$ cat src/rtl/core/mlfc_pkg.sv
// Shared types, constants and codes for the motor link frame codec.
package mlfc_pkg;

  // Default depth of the job queue between the front and back parts.
  localparam int unsigned QueueDepth = 4;

  // Frame bytes and positions.
  localparam logic [7:0] SyncByte    = 8'hA5;
  localparam logic [7:0] FuncDrive   = 8'h01;
  localparam logic [7:0] FuncSpeed   = 8'h02;
  localparam logic [7:0] SpeedReqSum = 8'hA7;
  localparam logic [2:0] FirstIdx    = 3'd0;
  localparam logic [2:0] LastIdx     = 3'd6;

  // Command codes of an input item.
  localparam logic [1:0] CmdDrive  = 2'd0;
  localparam logic [1:0] CmdSpeed  = 2'd1;
  localparam logic [1:0] CmdRx     = 2'd2;
  localparam logic [1:0] CmdUnused = 2'd3;

  // Receive event codes.
  localparam logic [1:0] EvStored  = 2'd0;
  localparam logic [1:0] EvSpeed   = 2'd1;
  localparam logic [1:0] EvDropped = 2'd2;

  // Configuration register indexes and reset values.
  localparam logic [1:0]  RegDeadLeft     = 2'd0;
  localparam logic [1:0]  RegDeadRight    = 2'd1;
  localparam logic [1:0]  RegDriveLimit   = 2'd2;
  localparam logic [14:0] DriveLimitReset = 15'd10000;

  typedef enum logic {
    JOB_TX,
    JOB_RX
  } job_e;

  typedef struct packed {
    logic [1:0]         cmd;
    logic signed [15:0] drive_left;
    logic signed [15:0] drive_right;
    logic [7:0]         rx_byte;
  } in_item_t;

  typedef struct packed {
    logic               tx_valid;
    logic [7:0]         tx_byte;
    logic               last;
    logic signed [15:0] speed_left;
    logic signed [15:0] speed_right;
    logic [1:0]         rx_event;
  } out_item_t;

  // A queued job: for a transmit job the six bytes after the sync byte,
  // for a receive job the received byte in the first slot.
  typedef struct packed {
    job_e            kind;
    logic [5:0][7:0] bytes;
  } job_t;

  typedef struct packed {
    logic [14:0] dead_left;
    logic [14:0] dead_right;
    logic [14:0] drive_limit;
  } cfg_t;

endpackage

$ cat src/rtl/core/mlfc_front.sv
// Front part: accepts items, scales and compensates drive values, builds jobs.
module mlfc_front (
  input  logic               clk_i,
  input  logic               rst_ni,
  input  mlfc_pkg::cfg_t     cfg_i,
  input  logic               in_valid_i,
  output logic               in_ready_o,
  input  mlfc_pkg::in_item_t in_item_i,
  output logic               push_valid_o,
  input  logic               push_ready_i,
  output mlfc_pkg::job_t     push_data_o
);
  import mlfc_pkg::*;

  // Add the dead-band to a nonzero magnitude, then saturate to the limit.
  function automatic logic [15:0] compensate(logic signed [17:0] v, logic [14:0] dead,
                                             logic [14:0] lim);
    logic signed [17:0] d;
    logic signed [17:0] l;
    logic signed [17:0] w;
    d = {3'b000, dead};
    l = {3'b000, lim};
    if (v > 0) begin
      w = v + d;
    end else if (v < 0) begin
      w = v - d;
    end else begin
      w = v;
    end
    if (w > l) begin
      w = l;
    end else if (w < -l) begin
      w = -l;
    end
    return w[15:0];
  endfunction

  logic               a_valid_q, a_valid_d;
  logic [1:0]         a_cmd_q;
  logic signed [17:0] a_left_q;
  logic signed [17:0] a_right_q;
  logic [7:0]         a_byte_q;

  logic               b_valid_q, b_valid_d;
  logic [1:0]         b_cmd_q;
  logic [15:0]        b_left_q;
  logic [15:0]        b_right_q;
  logic [7:0]         b_byte_q;

  logic               b_push;
  logic               advance;
  logic signed [17:0] left_ext;
  logic signed [17:0] right_ext;
  logic signed [17:0] right_x3;
  logic signed [17:0] right_adj;
  logic signed [17:0] right_half;
  logic [7:0]         check_sum;

  // Both stages move together whenever the last stage can hand off its job.
  assign b_push     = b_valid_q && (b_cmd_q != CmdUnused);
  assign advance    = !b_push || push_ready_i;
  assign in_ready_o = advance;

  // Right side times 3/2, truncated toward zero.
  assign left_ext   = {{2{in_item_i.drive_left[15]}}, in_item_i.drive_left};
  assign right_ext  = {{2{in_item_i.drive_right[15]}}, in_item_i.drive_right};
  assign right_x3   = (right_ext <<< 1) + right_ext;
  assign right_adj  = right_x3 + {17'd0, right_x3[17]};
  assign right_half = right_adj >>> 1;

  assign a_valid_d = advance ? in_valid_i : a_valid_q;
  assign b_valid_d = advance ? a_valid_q : b_valid_q;

  // Control registers of both stages.
  always_ff @(posedge clk_i or negedge rst_ni) begin
    if (!rst_ni) begin
      a_valid_q <= 1'b0;
      b_valid_q <= 1'b0;
    end else begin
      a_valid_q <= a_valid_d;
      b_valid_q <= b_valid_d;
    end
  end

  // Payload of both stages.
  always_ff @(posedge clk_i) begin
    if (advance && in_valid_i) begin
      a_cmd_q   <= in_item_i.cmd;
      a_left_q  <= left_ext;
      a_right_q <= right_half;
      a_byte_q  <= in_item_i.rx_byte;
    end
    if (advance && a_valid_q) begin
      b_cmd_q   <= a_cmd_q;
      b_left_q  <= compensate(a_left_q, cfg_i.dead_left, cfg_i.drive_limit);
      b_right_q <= compensate(a_right_q, cfg_i.dead_right, cfg_i.drive_limit);
      b_byte_q  <= a_byte_q;
    end
  end

  assign check_sum = SyncByte + FuncDrive + b_right_q[15:8] + b_right_q[7:0]
                   + b_left_q[15:8] + b_left_q[7:0];

  // Build the job for the queue.
  always_comb begin
    push_data_o.kind  = JOB_TX;
    push_data_o.bytes = '0;
    unique case (b_cmd_q)
      CmdDrive: begin
        push_data_o.bytes = {check_sum, b_left_q[7:0], b_left_q[15:8],
                             b_right_q[7:0], b_right_q[15:8], FuncDrive};
      end
      CmdSpeed: begin
        push_data_o.bytes = {SpeedReqSum, 8'h00, 8'h00, 8'h00, 8'h00, FuncSpeed};
      end
      CmdRx: begin
        push_data_o.kind     = JOB_RX;
        push_data_o.bytes[0] = b_byte_q;
      end
      default: begin
        push_data_o.kind = JOB_TX;
      end
    endcase
  end

  assign push_valid_o = b_push;

endmodule

$ cat src/rtl/core/mlfc_queue.sv
// Short job queue between the front and back parts.
module mlfc_queue #(
  parameter int unsigned Depth = mlfc_pkg::QueueDepth
) (
  input  logic           clk_i,
  input  logic           rst_ni,
  input  logic           push_valid_i,
  output logic           push_ready_o,
  input  mlfc_pkg::job_t push_data_i,
  output logic           pop_valid_o,
  input  logic           pop_ready_i,
  output mlfc_pkg::job_t pop_data_o
);
  import mlfc_pkg::*;

  localparam int unsigned PtrW = (Depth > 1) ? $clog2(Depth) : 1;
  localparam int unsigned CntW = $clog2(Depth + 1);

  job_t            entries_q [Depth];
  logic [PtrW-1:0] wr_ptr_q, wr_ptr_d;
  logic [PtrW-1:0] rd_ptr_q, rd_ptr_d;
  logic [CntW-1:0] count_q, count_d;
  logic            do_push;
  logic            do_pop;

  assign push_ready_o = (count_q != CntW'(Depth));
  assign pop_valid_o  = (count_q != '0);
  assign do_push      = push_valid_i && push_ready_o;
  assign do_pop       = pop_ready_i && pop_valid_o;
  assign pop_data_o   = entries_q[rd_ptr_q];

  // Pointer and fill count updates.
  always_comb begin
    wr_ptr_d = wr_ptr_q;
    rd_ptr_d = rd_ptr_q;
    count_d  = count_q;
    if (do_push) begin
      wr_ptr_d = (wr_ptr_q == PtrW'(Depth - 1)) ? '0 : wr_ptr_q + 1'b1;
    end
    if (do_pop) begin
      rd_ptr_d = (rd_ptr_q == PtrW'(Depth - 1)) ? '0 : rd_ptr_q + 1'b1;
    end
    if (do_push && !do_pop) begin
      count_d = count_q + 1'b1;
    end else if (do_pop && !do_push) begin
      count_d = count_q - 1'b1;
    end
  end

  always_ff @(posedge clk_i or negedge rst_ni) begin
    if (!rst_ni) begin
      wr_ptr_q <= '0;
      rd_ptr_q <= '0;
      count_q  <= '0;
    end else begin
      wr_ptr_q <= wr_ptr_d;
      rd_ptr_q <= rd_ptr_d;
      count_q  <= count_d;
    end
  end

  // Entry storage.
  always_ff @(posedge clk_i) begin
    if (do_push) begin
      entries_q[wr_ptr_q] <= push_data_i;
    end
  end

endmodule

$ cat src/rtl/core/mlfc_back.sv
// Back part: sends frame bytes, runs the receive machine, holds the output register.
module mlfc_back (
  input  logic                clk_i,
  input  logic                rst_ni,
  input  logic                pop_valid_i,
  output logic                pop_ready_o,
  input  mlfc_pkg::job_t      pop_data_i,
  output logic                out_valid_o,
  input  logic                out_ready_i,
  output mlfc_pkg::out_item_t out_item_o
);
  import mlfc_pkg::*;

  logic            out_valid_q, out_valid_d;
  out_item_t       out_item_q, out_item_d;
  logic [2:0]      tx_idx_q, tx_idx_d;
  logic [6:0][7:0] rx_frame_q, rx_frame_d;
  logic [2:0]      rx_count_q, rx_count_d;
  logic [15:0]     speed_left_q, speed_left_d;
  logic [15:0]     speed_right_q, speed_right_d;

  logic            load;
  logic            tx_last;
  logic [7:0]      tx_byte;
  logic [7:0]      rx_byte;
  logic [2:0]      rx_pos;
  logic            rx_complete;
  logic [7:0]      rx_sum;
  logic            rx_good;

  // A new result is loaded whenever a job is waiting and the output register is free or being taken.
  assign load    = pop_valid_i && (!out_valid_q || out_ready_i);
  assign tx_last = (tx_idx_q == LastIdx);

  // Byte of the current frame position.
  always_comb begin
    unique case (tx_idx_q)
      3'd0:    tx_byte = SyncByte;
      3'd1:    tx_byte = pop_data_i.bytes[0];
      3'd2:    tx_byte = pop_data_i.bytes[1];
      3'd3:    tx_byte = pop_data_i.bytes[2];
      3'd4:    tx_byte = pop_data_i.bytes[3];
      3'd5:    tx_byte = pop_data_i.bytes[4];
      default: tx_byte = pop_data_i.bytes[5];
    endcase
  end

  // Receive resync and frame check; a sync byte restarts an unsynced frame.
  assign rx_byte     = pop_data_i.bytes[0];
  assign rx_pos      = (rx_byte == SyncByte && rx_frame_q[0] != SyncByte) ? FirstIdx
                                                                          : rx_count_q;
  assign rx_complete = (rx_pos == LastIdx);
  assign rx_sum      = rx_frame_q[0] + rx_frame_q[1] + rx_frame_q[2] + rx_frame_q[3]
                     + rx_frame_q[4] + rx_frame_q[5];
  assign rx_good     = (rx_frame_q[0] == SyncByte) && (rx_frame_q[1] == FuncSpeed)
                     && (rx_sum == rx_byte);

  // Next state and next result.
  always_comb begin
    out_valid_d   = out_valid_q;
    out_item_d    = out_item_q;
    tx_idx_d      = tx_idx_q;
    rx_frame_d    = rx_frame_q;
    rx_count_d    = rx_count_q;
    speed_left_d  = speed_left_q;
    speed_right_d = speed_right_q;
    pop_ready_o   = 1'b0;
    if (out_ready_i) begin
      out_valid_d = 1'b0;
    end
    if (load) begin
      out_valid_d = 1'b1;
      unique case (pop_data_i.kind)
        JOB_TX: begin
          pop_ready_o = tx_last;
          tx_idx_d    = tx_last ? FirstIdx : tx_idx_q + 1'b1;
          out_item_d.tx_valid = 1'b1;
          out_item_d.tx_byte  = tx_byte;
          out_item_d.last     = tx_last;
          out_item_d.rx_event = EvStored;
        end
        JOB_RX: begin
          pop_ready_o = 1'b1;
          out_item_d.rx_event = EvStored;
          if (rx_complete) begin
            rx_frame_d = '0;
            rx_count_d = FirstIdx;
            if (rx_good) begin
              speed_right_d = {rx_frame_q[2], rx_frame_q[3]};
              speed_left_d  = {rx_frame_q[4], rx_frame_q[5]};
              out_item_d.rx_event = EvSpeed;
            end else begin
              out_item_d.rx_event = EvDropped;
            end
          end else begin
            rx_frame_d[rx_pos] = rx_byte;
            rx_count_d         = rx_pos + 1'b1;
          end
          out_item_d.tx_valid = 1'b0;
          out_item_d.tx_byte  = 8'h00;
          out_item_d.last     = 1'b1;
        end
        default: begin
          pop_ready_o = 1'b1;
        end
      endcase
      out_item_d.speed_left  = speed_left_d;
      out_item_d.speed_right = speed_right_d;
    end
  end

  always_ff @(posedge clk_i or negedge rst_ni) begin
    if (!rst_ni) begin
      out_valid_q   <= 1'b0;
      tx_idx_q      <= FirstIdx;
      rx_frame_q    <= '0;
      rx_count_q    <= FirstIdx;
      speed_left_q  <= '0;
      speed_right_q <= '0;
    end else begin
      out_valid_q   <= out_valid_d;
      tx_idx_q      <= tx_idx_d;
      rx_frame_q    <= rx_frame_d;
      rx_count_q    <= rx_count_d;
      speed_left_q  <= speed_left_d;
      speed_right_q <= speed_right_d;
    end
  end

  // Output payload register.
  always_ff @(posedge clk_i) begin
    out_item_q <= out_item_d;
  end

  assign out_valid_o = out_valid_q;
  assign out_item_o  = out_item_q;

endmodule

$ cat src/rtl/core/motor_link_frame_codec.sv
// Top level of the motor link frame codec with its configuration registers.
// A set-drive or speed-request item produces seven frame bytes on the output
// channel, one per cycle unless the output stalls, and its job holds the head
// of the queue until the last byte; a received-byte item produces one result
// and sustains one per cycle unless the output stalls. The rate is set by the
// back part, which sends one frame byte per cycle from the head of the job
// queue. An accepted item passes two front stages and the queue. The front
// keeps accepting items until the queue of QueueDepth jobs fills, so a stalled
// output does not stall the input at once. Configuration registers sit at byte
// addresses 0 (left dead-band), 4 (right dead-band) and 8 (drive limit).
module motor_link_frame_codec #(
  parameter int unsigned QueueDepth = mlfc_pkg::QueueDepth
) (
  input  logic                clk_i,
  input  logic                rst_ni,
  input  logic                in_valid_i,
  output logic                in_ready_o,
  input  mlfc_pkg::in_item_t  in_item_i,
  output logic                out_valid_o,
  input  logic                out_ready_i,
  output mlfc_pkg::out_item_t out_item_o,
  input  logic                psel,
  input  logic                penable,
  input  logic                pwrite,
  input  logic [3:0]          paddr,
  input  logic [31:0]         pwdata,
  output logic [31:0]         prdata,
  output logic                pready
);
  import mlfc_pkg::*;

  cfg_t       cfg_q, cfg_d;
  logic       cfg_write;
  logic [1:0] reg_idx;
  logic       push_valid;
  logic       push_ready;
  job_t       push_data;
  logic       pop_valid;
  logic       pop_ready;
  job_t       pop_data;

  // Configuration register writes.
  assign pready    = 1'b1;
  assign reg_idx   = paddr[3:2];
  assign cfg_write = psel && penable && pwrite && pready;

  always_comb begin
    cfg_d = cfg_q;
    if (cfg_write) begin
      unique case (reg_idx)
        RegDeadLeft:   cfg_d.dead_left   = pwdata[14:0];
        RegDeadRight:  cfg_d.dead_right  = pwdata[14:0];
        RegDriveLimit: cfg_d.drive_limit = pwdata[14:0];
        default:       cfg_d = cfg_q;
      endcase
    end
  end

  always_ff @(posedge clk_i or negedge rst_ni) begin
    if (!rst_ni) begin
      cfg_q.dead_left   <= '0;
      cfg_q.dead_right  <= '0;
      cfg_q.drive_limit <= DriveLimitReset;
    end else begin
      cfg_q <= cfg_d;
    end
  end

  // Register read-back.
  always_comb begin
    unique case (reg_idx)
      RegDeadLeft:   prdata = {17'd0, cfg_q.dead_left};
      RegDeadRight:  prdata = {17'd0, cfg_q.dead_right};
      RegDriveLimit: prdata = {17'd0, cfg_q.drive_limit};
      default:       prdata = '0;
    endcase
  end

  mlfc_front u_front (
    .clk_i        (clk_i),
    .rst_ni       (rst_ni),
    .cfg_i        (cfg_q),
    .in_valid_i   (in_valid_i),
    .in_ready_o   (in_ready_o),
    .in_item_i    (in_item_i),
    .push_valid_o (push_valid),
    .push_ready_i (push_ready),
    .push_data_o  (push_data)
  );

  mlfc_queue #(
    .Depth (QueueDepth)
  ) u_queue (
    .clk_i        (clk_i),
    .rst_ni       (rst_ni),
    .push_valid_i (push_valid),
    .push_ready_o (push_ready),
    .push_data_i  (push_data),
    .pop_valid_o  (pop_valid),
    .pop_ready_i  (pop_ready),
    .pop_data_o   (pop_data)
  );

  mlfc_back u_back (
    .clk_i       (clk_i),
    .rst_ni      (rst_ni),
    .pop_valid_i (pop_valid),
    .pop_ready_o (pop_ready),
    .pop_data_i  (pop_data),
    .out_valid_o (out_valid_o),
    .out_ready_i (out_ready_i),
    .out_item_o  (out_item_o)
  );

endmodule

$ cat config.mk
export PLATFORM = sky130hd
export DESIGN_NAME = motor_link_frame_codec
export DESIGN_NICKNAME = d
export VERILOG_FILES = /design/src/rtl/core/mlfc_pkg.sv /design/src/rtl/core/mlfc_front.sv /design/src/rtl/core/mlfc_queue.sv /design/src/rtl/core/mlfc_back.sv /design/src/rtl/core/motor_link_frame_codec.sv
export SDC_FILE = /design/constraint.sdc
export NUM_CORES = 1
export LEC_CHECK = 0
export BUFFER_PORTS_ARGS = -buffer_cell sky130_fd_sc_hd__buf_2
export CORE_AREA = 2 2 221 223
export CTS_CLUSTER_SIZE = 12
export DETAILED_ROUTE_END_ITERATION = 10
export DIE_AREA = 0 0 223 225
export GPL_TIMING_DRIVEN = 0
export HOLD_SLACK_MARGIN = 0.05
export PLACE_DENSITY = 0.81
export SETUP_SLACK_MARGIN = 0.2
export SYNTH_ARGS = -nofsm -noshare
export SYNTH_HDL_FRONTEND = slang
export SYNTH_SLANG_ARGS = --single-unit
$ cat constraint.sdc
create_clock -name clk_i -period 4.9 [get_ports clk_i]
set_clock_uncertainty 0.2 [all_clocks]
set_input_delay 0.98 -clock clk_i [delete_from_list [all_inputs] [get_ports clk_i]]
set_output_delay 0.98 -clock clk_i [all_outputs]
set_load 0.01 [all_outputs]
---- Word level (Yosys, flattened, before mapping) ----
Memory sizes are Yosys's and may differ from the RTL's.
Index checks and enable logic that the tools add are counted.
cells by class
  order comparisons ....................... 10
  reduce and logical (&&, ||, !) cells .... 31
  bitwise gates (word level) .............. 1
  equal/unequal tests ..................... 20
  multiplexer cells ....................... 42
  $add $sub $neg .......................... 22
operators with widths
  kind                                                                               number
  16-bit 2-to-1 mux                                                                  8
  18-bit 2-to-1 mux                                                                  6
  40-bit case mux with 2 select lines                                                1
  8-bit adder                                                                        8
  56-bit bitwise mux                                                                 1
  56-bit 2-to-1 mux                                                                  1
  8-bit case mux with 6 select lines                                                 1
  15-bit case mux with 3 select lines                                                1
  17-bit by 16-bit adder with 18-bit output                                          2
  18-bit by 16-bit greater-than comparator with 1-bit output                         2
  18-bit < comparator                                                                2
  15-bit 2-to-1 mux                                                                  2
  8-bit demux with 3-bit select                                                      1
  8-bit case mux with 3 select lines                                                 1
  10-bit case mux with 2 select lines                                                1
  18-bit by 1-bit adder with 18-bit output                                           1
  15-bit negation with 18-bit output                                                 1
  17-bit by 16-bit subtractor with 18-bit output                                     1
  16-bit by 16-bit adder with 17-bit output                                          1
  17-bit by 1-bit greater-than comparator with 1-bit output (second input constant)  1
  17-bit by 1-bit < comparator with 1-bit output (second input constant)             1
  16-bit by 16-bit subtractor with 17-bit output                                     1
  8-bit == test (second input constant)                                              2
  16-bit by 1-bit greater-than comparator with 1-bit output (second input constant)  1
  other kinds (32)                                                                   78
word-level totals
  logic and storage cells ................. 163
  memories kept ........................... 1
  register bits ........................... 278
  bits in writable memories ............... 196
  bits of input ports ..................... 85
memories
  memory             depth  width  rd ports  clocked after memory_dff  write ports  RTL line          text
  u_queue.entries_q  4      49     1         0                         1            mlfc_queue.sv:19  job_t entries_q [Depth];

---- Depth between registers and ports, before layout ----
Gate-level depths: netlist of the first run.
  depth in word-level cells ............... 10
  depth in mapped cells ................... 23
  gate-level depth less buffers ........... 21

---- By module ----
A second synthesis of the first run with hierarchy kept.
second synthesis, totals
  cells, all modules ...................... 2179
  area total of the unflattened synthesis .. 26633.0 sq um
by module, submodules not included
  module                  cells each  area an instance (sq um)  instances  sequential area each (sq um)
  mlfc_front              1179        10238.6                   1          2602.5
  mlfc_queue              293         7489.7                    1          6060.8
  mlfc_back               538         6703.9                    1          3498.4
  motor_link_frame_codec  169         2200.9                    1          1132.3

---- Least setup slack after synthesis of the first run ----
OpenSTA, ideal clock, no wires.
  path type ............................... register to register
  start ................................... register cfg_q[31] in the netlist's numbering
  end ..................................... register u_front.b_left_q[9], data pin
  data required time ...................... 4.444 ns
  slack ................................... -0.056 ns
  stages on the path, launching flop included .. 22
  library setup time ...................... 0.256 ns
  period minus slack after synthesis ...... 4.956 ns
  data arrival time ....................... 4.500 ns
  path buffers ............................ 2
  path through ............................ dfrtp_1 > inv_1 > ha_1 > nor2b_1 > o31a_1 > o31a_1 > o211a_1 > o21ai_0 > a21oi_1 > a211oi_1 > xnor2_1 > nor2_1 > ha_1 > a21oi_1 > o22ai_1 > o211ai_1 > nand4b_1 > mux2i_1 > clkbuf_1 > clkbuf_1 > a31oi_1 > o22a_1
on the way
  word-level cells in the longest chain between the ends .. 7
  elaborated cells on any way between the ends .. 9
  those cells by class .................... add/sub (2); order compare (2); mux (5)
RTL lines
  item                                            RTL line                      text
  start: declaration                              motor_link_frame_codec.sv:32  cfg_t cfg_q, cfg_d;
  start signal: assignment                        motor_link_frame_codec.sv:65  cfg_q <= cfg_d;
  16-bit by 16-bit subtractor with 17-bit output  mlfc_front.sv:26              w = v - d;
  18-bit 2-to-1 mux                               mlfc_front.sv:25              end else if (v < 0) begin
  18-bit 2-to-1 mux *                             mlfc_front.sv:23              if (v > 0) begin
  18-bit 2-to-1 mux *                             mlfc_front.sv:93              if (advance && a_valid_q) begin
  18-bit < comparator                             mlfc_front.sv:32              end else if (w < -l) begin
  16-bit 2-to-1 mux                               mlfc_front.sv:32
  15-bit 2-to-1 mux *                             mlfc_front.sv:30              if (w > l) begin
  end signal: assignment                          mlfc_front.sv:95              b_left_q <= compensate(a_left_q, cfg_i.dead_left, cfg_i.drive_limit);
  end: declaration                                mlfc_front.sv:46              logic [15:0] b_left_q;
Every way passes the cells marked *; elsewhere a longest branch is shown, timed or not. The select of a mux whose other input is x is not followed.
A chain may end at the register's enable or synchronous reset.

---- Final worst setup path of the first run ----
  start ................................... register cfg_q[31] in the netlist's numbering
  end ..................................... register u_front.b_left_q[4], data pin
The elaborated chain is that of the path after synthesis.

==> reports/metrics.yaml, run 1 <==
status: "finished, violations left"
violations: "setup timing"
end_kind: "register"
rows: 80
synthTopCellsByArea: "edfxtp_1, dfrtp_1, ha_1"
die_area_um2: 50200
ys_warn_count: 0
cp.required_ns: 5.11
insertion_delay_ns: 0.61
port_buffers: 124
drive_gt1_frac: 0.288
setup_viol: 1
worstPathArrival_ns: 5.12
yosys.area.top_type: "edfxtp_1"
synth_edf_count: 325
rsz0062_at_grt: "yes"
fillers: 3134
clk_root_buffer_cell: "clkbuf_16"
path_class: "register to register"
num-nets-final: 2886
hold_violations: 0
grt_pass1_vias: 19700
tritoncts: "built"
dpl-instance-area_um2: 28200
final.setup.worst_slack_ns: -0.00824
grt_max_degree: 99
die_x_um: 223
gp_congestion: 0.978
cp_max_fo: 7
io_pins: 164
cts.sinks: 466
post-dp-hpwl_um: 49900
grtUsageTotal: 0.281
min_period_ns: 4.91
drtIter0Drc: 2026
core_area_um2: 47500
final_max_slew_viol_count: 0
initial_core_util: 0.559
clockBufferDepth: 3
holdBufCountCts: 0
routedWlPerCell_um: 22.8
worst_pin_slew_ns: 1.08
ys_seq_elements: 466
gr-total-overflow: 0
area_growth_pct: 22.7
max-cap-violations: 0
holdWs_ns: 0.0946
finalSetupTns_ns: -0.00824
ant_nets: 0
cts_made_buffers: 50
synth-main-ff-cell: "edfxtp_1"
remaining_drc_errors: 0
rrSetupSlack_ns: -0.008
die_h_um: 225
pwr_density_cell_nw_per_um2: 722
relSlewSlack: 0.273
fin_area_um2: 32600
fmax_ghz: 0.204
ys_seq_area_frac: 0.501
cp-start-kind: "register"
ir_worst_vdd_v: 0.000963
drt_wl_total_um: 73800
vias: 19900
syn_avg_cell_area_um2: 11.7
p_total_mw: 23.5
hold_class: "input pin to async pin"
fin_crit_sh: 1.00
synth_top_area_frac: 0.367
htree_levels: 2
clk_pin_slew_worst_paths_ns: 0.06
drtPass1Iterations: 7
dp_slack_ns: -0.901
yosysUniqueCellTypes: 87
async_reset_ff_frac: 0.303
antenna_found_initial: 0
grt_first_pass_wirelength_um: 109000
routed_via_density: 6.14
syn_inst: 2275
syn_area_um2: 26600
p_leak_nw: 13.4
==> logic make-up after synthesis <==
group | Yosys count | share of synthesized area
simple gates | 567 | 0.103
compound gates | 479 | 0.116
flops | 466 | 0.501
buf+inv | 298 | 0.0489
fa+ha+maj | 213 | 0.114
mux | 140 | 0.0811
xor+xnor | 110 | 0.0368
other cells | 2 | 0.000283
==> synthesized netlist by cell type (all sizes together) (5+ instances only) <==
| master | count |
|---|---|
| edfxtp | 325 |
| nand2 | 197 |
| inv | 172 |
| ha | 166 |
| o21ai | 162 |
| dfrtp | 136 |
| nor2 | 117 |
| a21oi | 102 |
| xnor2 | 81 |
| clkbuf | 77 |
| mux2 | 50 |
| mux4 | 48 |
| fa | 47 |
| nor3 | 47 |
| and2 | 46 |
| buf | 46 |
| mux2i | 42 |
| a22o | 33 |
| nand3 | 30 |
| xor2 | 28 |
| a21o | 25 |
| nand2b | 25 |
| nand4 | 21 |
| nor2b | 20 |
| nor4 | 15 |
| o211ai | 15 |
| o22ai | 15 |
| a31oi | 13 |
| a211oi | 12 |
| o21a | 12 |
| or3 | 12 |
| nand3b | 10 |
| a22oi | 9 |
| o31ai | 8 |
| and3 | 6 |
| o21bai | 6 |
| o41ai | 6 |
| dfstp | 5 |
| o2111ai | 5 |
| o31a | 5 |
==> stage by stage <==
step	instances	utilization
5_1_grt	3240	0.685
6_report	3241	0.685
2_1_floorplan	2291	-
3_5_place_dp	3037	0.593
3_3_place_gp	3030	0.589
4_1_cts	3177	0.646
==> cell usage in the layout, fill, tap and decap left out, types with 37 or more instances in the layout <==
cell       synthesis  routed
buf_2             10     129
nor2_1           116     100
edfxtp_1         325     325
nand2_1          197     152
o21ai_0          161     110
xnor2_1           81      72
and2_1            46      40
mux4_2            48      48
fa_1              47      43
dfrtp_1          136     123
clkbuf_16          0      64
a21oi_1          101      79
clkbuf_1          77      67
inv_1            171     156
ha_1             166     148
buf_4             22     112
nor3_1            47      37
==> sequential cells by signal, indices dropped and copies added, names as in the netlist <==
name / count
u_queue.wr_ptr_q: 2
u_front.b_byte_q: 8
u_back.speed_right_q: 16
u_back.rx_count_q: 3
u_back.rx_frame_q: 48
u_front.a_right_q: 17
u_back.tx_idx_q: 3
u_front.b_left_q: 16
u_front.a_valid_q: 1
u_front.a_byte_q: 8
u_front.a_cmd_q: 2
u_queue.count_q: 3
u_back.speed_left_q: 16
u_queue.entries_q: 196
u_front.a_left_q: 16
u_front.b_right_q: 16
cfg_q: 45
u_back.out_item_o: 44
u_queue.rd_ptr_q: 2
u_front.b_cmd_q: 2
u_back.out_valid_o: 1
u_front.b_valid_q: 1
==> path summary, 6_finish.rpt <==
| check | cells past startpoint | start | endpoint |
|---|---|---|---|
| hold reg to reg | 0 | u_front.a_cmd_q[1] | u_front.b_cmd_q[1] |
| setup reg to reg | 22 | cfg_q[31] | u_front.b_left_q[4] |
| setup / recovery | 22 | cfg_q[31] | u_front.b_left_q[4] |
| max in group asynchronous | 2 | rst_ni | u_back.rx_frame_q[17] |
| hold / removal | 1 | rst_ni | cfg_q[34] |
| min in group clk_i | 0 | u_front.a_cmd_q[1] | u_front.b_cmd_q[1] |
==> layout make-up <==
class / instances / area [µm²] / area share
antenna: 1 / 2.50 / 0.0000768
tap: 615 / 769 / 0.0236
clock buffer: 72 / 1400 / 0.0429
buffer: 123 / 891 / 0.0273
inverter: 175 / 659 / 0.0202
clock inverter: 17 / 185 / 0.00568
timing repair buffer: 244 / 1880 / 0.0576
sequential: 466 / 13300 / 0.409
multi-input combinational: 1528 / 13500 / 0.414
==> metal layers <==
metal,vias to the layer above,share of wire,GRT usage
li1,8877,-,-
met1,9825,0.39,0.359
met2,982,0.49,0.475
met3,220,0.080,0.0482
met4,0,0.044,0.124
met5,-,0,0
==> what timing repair did <==
| action | 4_1_cts | 5_1_grt |
|---|---|---|
| endpoints found under the setup margin | 97 | 97 |
| gates resized for setup | 146 | 350 |
| gates cloned | 2 | 12 |
| pin swaps | 44 | 130 |
| setup buffers | 49 | 51 |
==> worst max-delay path: stages (launching register included) <==
cell	delay, ns
dfrtp_2	0.41
inv_2	0.08
ha_4	0.21
nor2b_4	0.13
o31a_1	0.26
o31a_1	0.30
o211a_1	0.28
o21ai_2	0.21
a21oi_2	0.09
a211oi_2	0.30
xnor2_1	0.12
nor2_2	0.20
ha_4	0.25
a21oi_2	0.12
o22ai_1	0.10
o211ai_1	0.19
nand4b_1	0.19
mux2i_4	0.25
buf_8	0.18
clkbuf_16	0.16
mux2i_2	0.20
nor2_1	0.07
a21oi_2	0.21
==> report_power, final <==
group / switching, mW / internal (mW) / leakage, nW / total [mW]
clock network: 1.57 / 2.10 / 0.760 / 3.67
logic: 7.55 / 6.07 / 7.85 / 13.6
registers: 0.665 / 5.56 / 4.81 / 6.23
total: 9.79 / 13.7 / 13.4 / 23.5
No activity file was read; power rests on OpenSTA's default activity.
==> run 2: changes to the inputs <==
--- a/config.mk
+++ b/config.mk
@@ -13,6 +13,7 @@
 export GPL_TIMING_DRIVEN = 0
 export HOLD_SLACK_MARGIN = 0.05
 export PLACE_DENSITY = 0.81
+export REMOVE_ABC_BUFFERS = 1
 export SETUP_SLACK_MARGIN = 0.2
 export SYNTH_ARGS = -nofsm -noshare
 export SYNTH_HDL_FRONTEND = slang
==> run 2 against run 1 <==
The run ends with capacitance limit, setup timing left. Die area unchanged. First-iteration DRC count shrank 2.3%. Routed wire length is 1.3% lower. Via count fell by 1.1%.
==> reports/metrics.yaml, run 2 (synthesis results as in run 1) <==
area_growth_pct: 19.0
core_area_um2: 47500
routed_via_density: 6.28
grtUsageTotal: 0.276
ant_nets: 0
dp_slack_ns: -0.946
worstPathArrival_ns: 5.25
drt_wl_total_um: 72900
post-dp-hpwl_um: 47000
final_max_slew_viol_count: 0
worstRegToRegCells: 15
end_kind: "register"
cp-start-kind: "register"
pwr_density_cell_nw_per_um2: 730
clk_pin_slew_worst_paths_ns: 0.06
p_comb_frac: 0.565
drtPass1Iterations: 6
p_clk_frac: 0.155
cp.required_ns: 5.16
largest_registers: "u_queue.entries_q: 196 flops, u_back.rx_frame_q: 48 flops, cfg_q: 45 flops"
ir_worst_vdd_v: 0.000887
fillers: 3209
fmax_ghz: 0.200
num-nets-final: 2779
fin_crit_sh: 1.02
insertion_delay_ns: 0.61
switching_power_mw: 9.75
die_x_um: 223
drtIter0Drc: 1979
remaining_drc_errors: 0
worst_pin_slew_ns: 1.49
cts_made_buffers: 49
diodes: 0
r2r_end: "u_back.speed_left_q[6]"
clockBufferDepth: 3
gp_congestion: 0.917
p_total_mw: 23.1
tritoncts: "built"
antenna_found_initial: 0
htree_levels: 2
cts.sinks: 466
grt_first_pass_wirelength_um: 107000
clk_root_buffer_cell: "clkbuf_16"
rows: 80
final.setup.worst_slack_ns: -0.0921
status: "finished, violations left"
relSlewSlack: 0.000903
rsz0062_at_grt: "yes"
routedWlPerCell_um: 23.2
grt_pass1_vias: 19200
min_period_ns: 4.99
die_h_um: 225
p_sw_frac: 0.423
drive_gt1_frac: 0.266
rrSetupSlack_ns: -0.09
grt_max_degree: 98
setup_viol: 31
r2r_start: "u_back.rx_frame_q[2]"
initial_core_util: 0.559
largest_register: "u_queue.entries_q"
holdBufCountCts: 0
io_pins: 164
vias: 19700
die_area_um2: 50200
final_common_cell: "edfxtp_1"
internal_power_mw: 13.3
port_buffers: 126
hold_violations: 0
gr-total-overflow: 0
path_class: "register to register"
largest_reg_flops: 196
p_seq_frac: 0.281
cp_max_fo: 7
final_util: 0.665
hold_class: "input pin to async pin"
final_cell_mix: "edfxtp_1, nand2_1, inv_1"
violations: "capacitance limit, setup timing"
max-cap-violations: 1
p_leak_nw: 13.0
==> run 2: changes by cell type in the layout (fill, tap and decap cells not counted), moves of 7 or more <==
cell,delta
buf_4,-46
buf_6,+12
clkbuf_1,-47
clkbuf_16,-11
clkbuf_2,-10
nand2_1,+13
nand2_4,-8
or2_4,+7
xnor2_1,+7
xnor2_2,-7
==> run 2: how the worst max path moves through the flow <==
stage / start / to / cells after the start / slack, ns
2_1_floorplan: cfg_q[31] / u_front.b_left_q[8] / 19 / -0.79
3_3_place_gp: u_queue.rd_ptr_q[0] / u_back.rx_frame_q[44] / 6 / -3.24
3_5_place_dp: cfg_q[31] / u_front.b_left_q[8] / 19 / -0.95
4_1_cts: u_front.a_left_q[1] / u_front.b_left_q[14] / 23 / 0.10
5_1_grt: u_front.a_left_q[0] / u_front.b_left_q[14] / 24 / -0.23
6_report: u_back.rx_frame_q[2] / u_back.speed_left_q[6] / 15 / -0.09
==> run 2: timing repair <==
item,4_1_cts,5_1_grt
gates cloned,5,10
resized for setup,126,222
setup endpoints to repair,97,97
pin swaps,43,95
buffers inserted,62,40
==> run 2: power groups by stage <==
stage / Sequential, mW / Combinational, mW / Clock, mW
global route: 6.55 / 14.1 / 3.76
floorplan: 6.30 / 7.87 / 0
detailed placement: 6.47 / 10.8 / 0
finish: 6.47 / 13.0 / 3.57
global placement: 6.59 / 10.2 / 0
CTS: 6.41 / 11.9 / 3.61
==> run 2: per-layer routing <==
layer | share of wire | vias up | GRT usage
met1 | 0.38 | 9672 | 0.354
met5 | 0 | - | 0
met2 | 0.49 | 1087 | 0.469
li1 | - | 8668 | -
met4 | 0.046 | 0 | 0.113
met3 | 0.084 | 252 | 0.0459
==> run 2: critical path, cell delays in order, from the launching register on <==
cell	delay, ns
dfrtp_1	0.40
fa_1	0.59
inv_2	0.05
fa_1	0.55
inv_2	0.05
fa_1	0.54
ha_2	0.20
inv_2	0.04
fa_2	0.35
xor2_1	0.18
xnor2_1	0.16
nor4_2	0.28
nand4_1	0.25
or3_4	0.51
buf_12	0.19
mux2_4	0.30
==> run 2: metrics by stage <==
stage / instance area (µm²) / instances / hold WS, ns / TNS [ns]
4_1_cts: 30400 / 3086 / 0.112 / 0
2_1_floorplan: 26000 / 2168 / 0.200 / -37.64
3_3_place_gp: 27400 / 2909 / 0.203 / -339.28
6_report: 31600 / 3136 / 0.126 / -1.69
5_1_grt: 31600 / 3136 / 0.145 / -8.22
3_5_place_dp: 27800 / 2928 / 0.210 / -42.67
==> run 2: layout make-up <==
| type | count | area (µm²) | area share |
|---|---|---|---|
| Clock buffer | 76 | 1410 | 0.0446 |
| Timing Repair Buffer | 252 | 2040 | 0.0644 |
| Clock inverter | 15 | 136 | 0.00431 |
| Sequential cell | 466 | 13300 | 0.421 |
| Multi-Input combinational cell | 1537 | 13300 | 0.420 |
| Tap cell | 615 | 769 | 0.0243 |
| Inverter | 175 | 664 | 0.0210 |
